[config.mk]
export PLATFORM = sky130hd
export DESIGN_NAME = pll_divider_search
export DESIGN_NICKNAME = d
export VERILOG_FILES = /design/src/pds_pkg.sv /design/src/pds_divider.sv /design/src/pll_divider_search.sv
export SDC_FILE = /design/constraint.sdc
export NUM_CORES = 1
export LEC_CHECK = 0
export BUFFER_PORTS_ARGS = -buffer_cell sky130_fd_sc_hd__buf_2
export CAP_MARGIN = 0
export CELL_PAD_IN_SITES_DETAIL_PLACEMENT = 1
export CELL_PAD_IN_SITES_GLOBAL_PLACEMENT = 1
export CORE_MARGIN = 5
export CORE_UTILIZATION = 45
export CTS_CLUSTER_SIZE = 12
export DETAILED_ROUTE_END_ITERATION = 10
export PLACE_DENSITY_LB_ADDON = 0.3
export SLEW_MARGIN = 10
export SYNTH_ARGS = -nofsm -noshare
export SYNTH_HDL_FRONTEND = slang
export SYNTH_SLANG_ARGS = --single-unit
[constraint.sdc]
create_clock -name clk -period 12.75 [get_ports clk]
set_clock_uncertainty 0.2 [all_clocks]
set_input_delay 0.6375 -clock clk [delete_from_list [all_inputs] [get_ports clk]]
set_output_delay 0.6375 -clock clk [all_outputs]
set_load 0.02 [all_outputs]
[src/pds_pkg.sv]
// shared types and constants for the pll divider search block
package pds_pkg;

  // field widths
  localparam int unsigned CLK_W   = 20;
  localparam int unsigned ACH_W   = 24;
  localparam int unsigned NUM_W   = 28;
  localparam int unsigned MUL_B_W = 7;

  // search limits
  localparam logic [2:0] IN_DIV_MIN  = 3'd1;
  localparam logic [2:0] IN_DIV_MAX  = 3'd7;
  localparam logic [6:0] MULT_MIN    = 7'd10;
  localparam logic [6:0] MULT_MAX    = 7'd125;
  localparam logic [1:0] OUT_IDX_MAX = 2'd3;
  localparam logic [NUM_W-1:0] START_DELTA = 28'd1000000;

  // register reset values and indexes
  localparam logic [CLK_W-1:0] RESET_LANE_MIN = 20'd31250;
  localparam logic [CLK_W-1:0] RESET_LANE_MAX = 20'd500000;
  localparam logic [1:0] REG_LANE_MIN = 2'd0;
  localparam logic [1:0] REG_LANE_MAX = 2'd1;

  typedef struct packed {
    logic [CLK_W-1:0] ref_clock_khz;
    logic [CLK_W-1:0] target_clock_khz;
  } in_word_t;

  typedef struct packed {
    logic             status;
    logic             found;
    logic [2:0]       input_divider;
    logic [6:0]       loop_multiplier;
    logic [3:0]       output_divider;
    logic [ACH_W-1:0] achieved_khz;
  } out_word_t;

  typedef enum logic [3:0] {
    ST_IDLE,
    ST_LO,
    ST_LO_W,
    ST_HI,
    ST_HI_W,
    ST_N,
    ST_N_W,
    ST_G,
    ST_G_W,
    ST_FIN
  } state_t;

endpackage

[src/pds_divider.sv]
// bit-serial restoring divider, one quotient bit per cycle
module pds_divider (
  input  logic                        clk,
  input  logic                        rst_n,
  input  logic                        start,
  input  logic [pds_pkg::NUM_W-1:0]   num,
  input  logic [pds_pkg::CLK_W-1:0]   den,
  output logic                        done,
  output logic [pds_pkg::NUM_W-1:0]   quot
);

  logic [pds_pkg::NUM_W-1:0] num_r, num_nxt;
  logic [pds_pkg::CLK_W-1:0] rem_r, rem_nxt;
  logic [pds_pkg::CLK_W-1:0] den_r;
  logic [4:0]                cnt_r, cnt_nxt;
  logic                      busy_r, busy_nxt;
  logic                      done_r, done_nxt;
  logic [pds_pkg::CLK_W:0]   trial;
  logic [pds_pkg::CLK_W:0]   diff;

  // one restoring step
  always_comb begin
    trial    = {rem_r, num_r[pds_pkg::NUM_W-1]};
    diff     = trial - {1'b0, den_r};
    num_nxt  = num_r;
    rem_nxt  = rem_r;
    cnt_nxt  = cnt_r;
    busy_nxt = busy_r;
    done_nxt = 1'b0;
    if (start) begin
      num_nxt  = num;
      rem_nxt  = '0;
      cnt_nxt  = 5'(pds_pkg::NUM_W);
      busy_nxt = 1'b1;
    end else if (busy_r) begin
      if (trial >= {1'b0, den_r}) begin
        rem_nxt = diff[pds_pkg::CLK_W-1:0];
        num_nxt = {num_r[pds_pkg::NUM_W-2:0], 1'b1};
      end else begin
        rem_nxt = trial[pds_pkg::CLK_W-1:0];
        num_nxt = {num_r[pds_pkg::NUM_W-2:0], 1'b0};
      end
      cnt_nxt = cnt_r - 5'd1;
      if (cnt_r == 5'd1) begin
        busy_nxt = 1'b0;
        done_nxt = 1'b1;
      end
    end
  end

  // control state
  always_ff @(posedge clk) begin
    if (!rst_n) begin
      busy_r <= 1'b0;
      done_r <= 1'b0;
      cnt_r  <= '0;
    end else begin
      busy_r <= busy_nxt;
      done_r <= done_nxt;
      cnt_r  <= cnt_nxt;
    end
  end

  // datapath
  always_ff @(posedge clk) begin
    num_r <= num_nxt;
    rem_r <= rem_nxt;
    if (start) begin
      den_r <= den;
    end
  end

  assign done = done_r;
  assign quot = num_r;

endmodule

[src/pll_divider_search.sv]
// top level of the pll divider search block
// Takes one word at a time. A word with a zero clock goes from idle straight to
// the finish state, and its result moves to the output register once that is
// free. Otherwise every division goes through one shared bit-serial divider:
// two divisions per input divider for the multiplier window, and up to two per
// output divider (nearest multiplier, then achieved clock), so a full search
// covers seven input dividers, and stops early when the window floor ends the
// search or an exact match is hit. The next word is accepted as soon as the
// result has moved to the output register.
module pll_divider_search (
  input  logic                         clk,
  input  logic                         rst_n,
  input  logic                         in_valid,
  output logic                         in_stall,
  input  pds_pkg::in_word_t            in_data,
  output logic                         out_valid,
  input  logic                         out_stall,
  output pds_pkg::out_word_t           out_data,
  input  logic                         cfg_valid,
  output logic                         cfg_ready,
  input  logic [1:0]                   cfg_index,
  input  logic [pds_pkg::CLK_W-1:0]    cfg_data
);

  pds_pkg::state_t state_r, state_nxt;

  logic [pds_pkg::CLK_W-1:0] lane_min_r, lane_max_r;
  logic [pds_pkg::CLK_W-1:0] ref_r, tgt_r;
  logic                      zero_r, zero_nxt;
  logic [2:0]                i_r, i_nxt;
  logic [1:0]                oidx_r, oidx_nxt;
  logic [6:0]                nlo_r, nlo_nxt;
  logic [6:0]                nhi_r, nhi_nxt;
  logic [6:0]                n_r, n_nxt;
  logic                      found_r, found_nxt;
  logic [2:0]                best_i_r, best_i_nxt;
  logic [6:0]                best_n_r, best_n_nxt;
  logic [3:0]                best_o_r, best_o_nxt;
  logic [pds_pkg::ACH_W-1:0] best_got_r, best_got_nxt;
  logic [pds_pkg::NUM_W-1:0] best_dl_r, best_dl_nxt;
  logic                      out_valid_r, out_valid_nxt;
  pds_pkg::out_word_t        out_r, out_nxt;

  logic                      div_start;
  logic [pds_pkg::NUM_W-1:0] div_num;
  logic [pds_pkg::CLK_W-1:0] div_den;
  logic                      div_done;
  logic [pds_pkg::NUM_W-1:0] div_q;

  logic [pds_pkg::CLK_W-1:0]   mul_a;
  logic [pds_pkg::MUL_B_W-1:0] mul_b;
  logic [26:0]                 prod;
  logic [5:0]                  io;
  logic [pds_pkg::NUM_W-1:0]   delta;
  logic                        accept;
  logic                        out_free;

  // configuration registers
  assign cfg_ready = 1'b1;
  always_ff @(posedge clk) begin
    if (!rst_n) begin
      lane_min_r <= pds_pkg::RESET_LANE_MIN;
      lane_max_r <= pds_pkg::RESET_LANE_MAX;
    end else if (cfg_valid && cfg_ready) begin
      if (cfg_index == pds_pkg::REG_LANE_MIN) begin
        lane_min_r <= cfg_data;
      end else if (cfg_index == pds_pkg::REG_LANE_MAX) begin
        lane_max_r <= cfg_data;
      end
    end
  end

  // shared multiplier and divider operands
  assign io = 6'({3'b0, i_r} << oidx_r);
  assign prod = mul_a * mul_b;
  always_comb begin
    mul_a     = ref_r;
    mul_b     = {4'b0, i_r};
    div_num   = '0;
    div_den   = ref_r;
    div_start = 1'b0;
    case (state_r)
      pds_pkg::ST_LO: begin
        mul_a     = lane_min_r;
        div_num   = {prod[24:0], 3'b000};
        div_start = 1'b1;
      end
      pds_pkg::ST_HI: begin
        mul_a     = lane_max_r;
        div_num   = {1'b0, prod};
        div_start = 1'b1;
      end
      pds_pkg::ST_N: begin
        mul_a     = tgt_r;
        div_num   = 28'({5'b0, prod[22:0]} << oidx_r) + 28'(ref_r >> 1);
        div_start = 1'b1;
      end
      pds_pkg::ST_G: begin
        mul_a     = ref_r;
        mul_b     = n_r;
        div_num   = {1'b0, prod} + 28'(io >> 1);
        div_den   = 20'(io);
        div_start = 1'b1;
      end
      default: begin
        div_start = 1'b0;
      end
    endcase
  end

  pds_divider u_div (
    .clk   (clk),
    .rst_n (rst_n),
    .start (div_start),
    .num   (div_num),
    .den   (div_den),
    .done  (div_done),
    .quot  (div_q)
  );

  assign delta = (div_q > {8'b0, tgt_r}) ? div_q - {8'b0, tgt_r}
                                         : {8'b0, tgt_r} - div_q;
  assign accept   = in_valid && !in_stall;
  assign out_free = !out_valid_r || !out_stall;
  assign in_stall = (state_r != pds_pkg::ST_IDLE);

  // search sequencer
  always_comb begin
    state_nxt     = state_r;
    zero_nxt      = zero_r;
    i_nxt         = i_r;
    oidx_nxt      = oidx_r;
    nlo_nxt       = nlo_r;
    nhi_nxt       = nhi_r;
    n_nxt         = n_r;
    found_nxt     = found_r;
    best_i_nxt    = best_i_r;
    best_n_nxt    = best_n_r;
    best_o_nxt    = best_o_r;
    best_got_nxt  = best_got_r;
    best_dl_nxt   = best_dl_r;
    out_nxt       = out_r;
    out_valid_nxt = out_valid_r && out_stall;
    case (state_r)
      pds_pkg::ST_IDLE: begin
        if (accept) begin
          zero_nxt     = (in_data.ref_clock_khz == '0) ||
                         (in_data.target_clock_khz == '0);
          i_nxt        = pds_pkg::IN_DIV_MIN;
          found_nxt    = 1'b0;
          best_i_nxt   = '0;
          best_n_nxt   = '0;
          best_o_nxt   = '0;
          best_got_nxt = '0;
          best_dl_nxt  = pds_pkg::START_DELTA;
          state_nxt    = zero_nxt ? pds_pkg::ST_FIN : pds_pkg::ST_LO;
        end
      end
      pds_pkg::ST_LO: state_nxt = pds_pkg::ST_LO_W;
      pds_pkg::ST_LO_W: begin
        if (div_done) begin
          if (div_q >= 28'(pds_pkg::MULT_MAX - 7'd1)) begin
            state_nxt = pds_pkg::ST_FIN;
          end else begin
            nlo_nxt   = (div_q < 28'(pds_pkg::MULT_MIN - 7'd1)) ? pds_pkg::MULT_MIN
                                                               : div_q[6:0] + 7'd1;
            state_nxt = pds_pkg::ST_HI;
          end
        end
      end
      pds_pkg::ST_HI: state_nxt = pds_pkg::ST_HI_W;
      pds_pkg::ST_HI_W: begin
        if (div_done) begin
          nhi_nxt   = (div_q > 28'(pds_pkg::MULT_MAX)) ? pds_pkg::MULT_MAX : div_q[6:0];
          oidx_nxt  = '0;
          state_nxt = pds_pkg::ST_N;
        end
      end
      pds_pkg::ST_N: state_nxt = pds_pkg::ST_N_W;
      pds_pkg::ST_N_W: begin
        if (div_done) begin
          n_nxt = div_q[6:0];
          if (div_q < 28'(nlo_r) || div_q > 28'(nhi_r)) begin
            // outside the vco window, next output divider, or next input divider after the last one
            if (oidx_r == pds_pkg::OUT_IDX_MAX) begin
              i_nxt     = i_r + 3'd1;
              state_nxt = (i_r == pds_pkg::IN_DIV_MAX) ? pds_pkg::ST_FIN : pds_pkg::ST_LO;
            end else begin
              oidx_nxt  = oidx_r + 2'd1;
              state_nxt = pds_pkg::ST_N;
            end
          end else begin
            state_nxt = pds_pkg::ST_G;
          end
        end
      end
      pds_pkg::ST_G: state_nxt = pds_pkg::ST_G_W;
      pds_pkg::ST_G_W: begin
        if (div_done) begin
          if (delta < best_dl_r) begin
            found_nxt    = 1'b1;
            best_i_nxt   = i_r;
            best_n_nxt   = n_r;
            best_o_nxt   = 4'b0001 << oidx_r;
            best_got_nxt = div_q[pds_pkg::ACH_W-1:0];
            best_dl_nxt  = delta;
          end
          if (delta == '0) begin
            state_nxt = pds_pkg::ST_FIN;
          end else if (oidx_r == pds_pkg::OUT_IDX_MAX) begin
            i_nxt     = i_r + 3'd1;
            state_nxt = (i_r == pds_pkg::IN_DIV_MAX) ? pds_pkg::ST_FIN : pds_pkg::ST_LO;
          end else begin
            oidx_nxt  = oidx_r + 2'd1;
            state_nxt = pds_pkg::ST_N;
          end
        end
      end
      pds_pkg::ST_FIN: begin
        if (out_free) begin
          out_nxt.status          = zero_r;
          out_nxt.found           = found_r;
          out_nxt.input_divider   = best_i_r;
          out_nxt.loop_multiplier = best_n_r;
          out_nxt.output_divider  = best_o_r;
          out_nxt.achieved_khz    = best_got_r;
          out_valid_nxt           = 1'b1;
          state_nxt               = pds_pkg::ST_IDLE;
        end
      end
      default: state_nxt = pds_pkg::ST_IDLE;
    endcase
  end

  // control registers
  always_ff @(posedge clk) begin
    if (!rst_n) begin
      state_r     <= pds_pkg::ST_IDLE;
      out_valid_r <= 1'b0;
    end else begin
      state_r     <= state_nxt;
      out_valid_r <= out_valid_nxt;
    end
  end

  // search datapath
  always_ff @(posedge clk) begin
    if (accept) begin
      ref_r <= in_data.ref_clock_khz;
      tgt_r <= in_data.target_clock_khz;
    end
    zero_r     <= zero_nxt;
    i_r        <= i_nxt;
    oidx_r     <= oidx_nxt;
    nlo_r      <= nlo_nxt;
    nhi_r      <= nhi_nxt;
    n_r        <= n_nxt;
    found_r    <= found_nxt;
    best_i_r   <= best_i_nxt;
    best_n_r   <= best_n_nxt;
    best_o_r   <= best_o_nxt;
    best_got_r <= best_got_nxt;
    best_dl_r  <= best_dl_nxt;
    out_r      <= out_nxt;
  end

  assign out_valid = out_valid_r;
  assign out_data  = out_r;

  // a zero clock never reports a setting
  a_zero_not_found: assert property (@(posedge clk) disable iff (!rst_n)
    out_valid && out_data.status |-> !out_data.found && out_data.achieved_khz == '0)
    else $error("zero clock result carries a setting");

  // a found setting has its multiplier inside the loop range
  a_mult_range: assert property (@(posedge clk) disable iff (!rst_n)
    out_valid && out_data.found |->
      out_data.loop_multiplier >= pds_pkg::MULT_MIN &&
      out_data.loop_multiplier <= pds_pkg::MULT_MAX)
    else $error("multiplier out of range");

  // a found setting uses a power of two output divider
  a_odiv_pow2: assert property (@(posedge clk) disable iff (!rst_n)
    out_valid && out_data.found |-> $onehot(out_data.output_divider))
    else $error("output divider not a power of two");

endmodule
==> metrics.csv <==
metric,value,unit
Area Overhead vs Synth,9.74,%
Slew @ Worst Pin,1.25,ns
"Distinct cells, synth",99,
WHS,0.0730,ns
worst hold-check path type,input pin to register,
DIE AREA,58100,sq um
port bufs,108,
most frequent cells in the layout,"nand2_1 (291), inv_1 (243), nor2_1 (239)",
Hold Fails Final Rpt,0,
Routed WL,90.6,mm
MaxCap Viol Count,0,
CTS resizes,0,
RSZ-0062 raised after global routing,false,
syn_area_per_cell,8.98,sq um
"Largest delay share family, worst path",compound AO/OA/AOI/OAI gates,
CP required,12.86,ns
min Tclk post-route,10.78,ns
"Max FO, Critical Path",38,
DIE WIDTH,241,um
number of remaining DRC errors,0,
drt first pass iters,5,
Layout fillers,6115,
DPL Wire Length,71.5,mm
Synth Cell Area,24000,sq um
Crit Path Category,register to register,
fin. max-slew vios,0,
Post-CTS Setup Bufs,0,
Max stage delay on crit path,0.95,ns
Top Layer Used,met5,
"commonest non-fill, non-tap cell in the layout",nand2_1,
crit path launch type,register,
CTS root buffer,clkbuf_16,
crit end category,register,
Main synth FF type,edfxtp_1,
DR iter-0 viols,1813,
vias per cell,6.28,
CP Data Arrival Time,10.89,ns
YS warnings,0,
Initial Util,45.5,%
Core Footprint,52800,sq um
fin crit share,84.6,%
slowest CP cell,a221oi_1,
clock latency on the worst-skew pair,0.57,ns
# IOs,110,
"Net Count, Synth",3014,
cts hold-fix bufs,0,
f_max,92.7,MHz
run status,"finished, final reports clean",
post-DR wirelength/cell,26.3,um
die height,241,um
CTS Buffer Depth,3,
clock sinks,294,
register area share after synthesis,33.8,%
fraction of layout cells with a size suffix above 1,8.92,%
RD Place Congestion,0.997,
largest net degree at the start of global routing,68,
Setup TNS,0,ns
global-route wire length before repair,138,mm
DR WL met3,5.96,mm
vias in the first global route,22869,
WP buf/inv,5,
# rows,84,
H-tree levels,2,
initial antenna violation count,6,
wl on met1,36.4,mm
nets@finish,3072,
CTS tree,yes,
gr ovfl total,0,
ys async rst share,0,%
Mapped Cells,2673,
max_slew headroom,16.9,%
flop and latch count out of synthesis,294,
"antenna viol nets, final",0,
CTS Buf Count,36,
"EDFF count, synth",222,
routed via count,21670,
final setup violation count,0,
Worst-path clk slew,0.07,ns
WL met2,43.3,mm
total track usage,30.8,%
path summary, 6_finish.rpt:
| kind | cells after the start | start | end | slack (ns) |
|---|---|---|---|---|
| max | 31 | state_r[1] | u_div.quot[24] | 1.97 |
| min | 1 | in_data[33] | ref_r[13] | 0.07 |
| max reg2reg | 31 | state_r[1] | u_div.quot[24] | 1.97 |
| min reg2reg | 0 | best_n_r[4] | out_data[32] | 0.22 |
final cells by class:
type / count / area [sq um] / area share [%]
clock inverter: 13 / 125 / 0.475
multi-input combinational: 2013 / 14500 / 55.1
sequential: 294 / 8110 / 30.8
antenna: 3 / 7.51 / 0.0285
timing repair buffer: 139 / 763 / 2.90
tap: 688 / 861 / 3.27
inverter: 247 / 927 / 3.52
clock buffer: 51 / 1030 / 3.91
cell families (layout without fill, tap and decap cells):
logic type | after synthesis | count (layout) | share of synthesized area (%)
buf+inv | 366 | 450 | 5.93
xor+xnor | 105 | 105 | 3.86
flops | 294 | 294 | 33.8
simple gates | 934 | 934 | 18.8
mux | 55 | 55 | 2.40
other cells | 1 | 4 | 0.0156
compound gates | 644 | 644 | 18.0
fa+ha+maj | 274 | 274 | 17.2
cell usage after synthesis, types with 43 or more instances:
library cell,number,share of area (%)
a21oi_1,177,3.7
mux2i_1,43,1.8
a21o_1,70,2.2
nand3_1,71,1.5
ha_1,180,9.4
edfxtp_1,222,28
dfxtp_1,72,6.0
nor2_1,241,3.8
nand2_1,291,4.5
clkbuf_1,80,1.3
o21ai_0,99,2.1
nor3_1,48,1.0
xnor2_1,66,2.4
inv_1,243,3.8
fa_1,94,7.8
per-stage QoR:
stage | std cells | setup slack [ns] | utilization, % | area [sq um]
final | 3448 | 1.97 | 50.0 | 26400
after global routing | 3447 | 1.52 | 50.0 | 26400
after CTS | 3443 | 2.27 | 49.9 | 26300
after detailed placement | 3379 | 2.38 | 47.7 | 25200
after global placement | 3377 | 2.75 | 47.7 | 25200
after floorplan | 2673 | 4.00 | - | 24000
routing by layer:
layer  track usage (%)  vias to the layer above
met3              4.29                      230
met5                 0                        -
met4              14.4                        6
met2              52.3                      883
met1              38.9                    10887
li1                  -                     9664
flip-flops by register name (all words and copies together), names as in the netlist, 2 cells and up:
| register | cells |
|---|---|
| out_data | 40 |
| best_dl_r | 28 |
| u_div.quot | 28 |
| best_got_r | 24 |
| lane_max_r | 20 |
| lane_min_r | 20 |
| ref_r | 20 |
| tgt_r | 20 |
| u_div.den_r | 20 |
| u_div.rem_r | 20 |
| best_n_r | 7 |
| n_r | 7 |
| nhi_r | 7 |
| nlo_r | 7 |
| u_div.cnt_r | 5 |
| best_o_r | 4 |
| state_r | 4 |
| best_i_r | 3 |
| i_r | 3 |
| oidx_r | 2 |
Power is left out: the tool's default activity adds up to more than one toggle a clock period on the data nets, which glitch-free logic cannot reach.
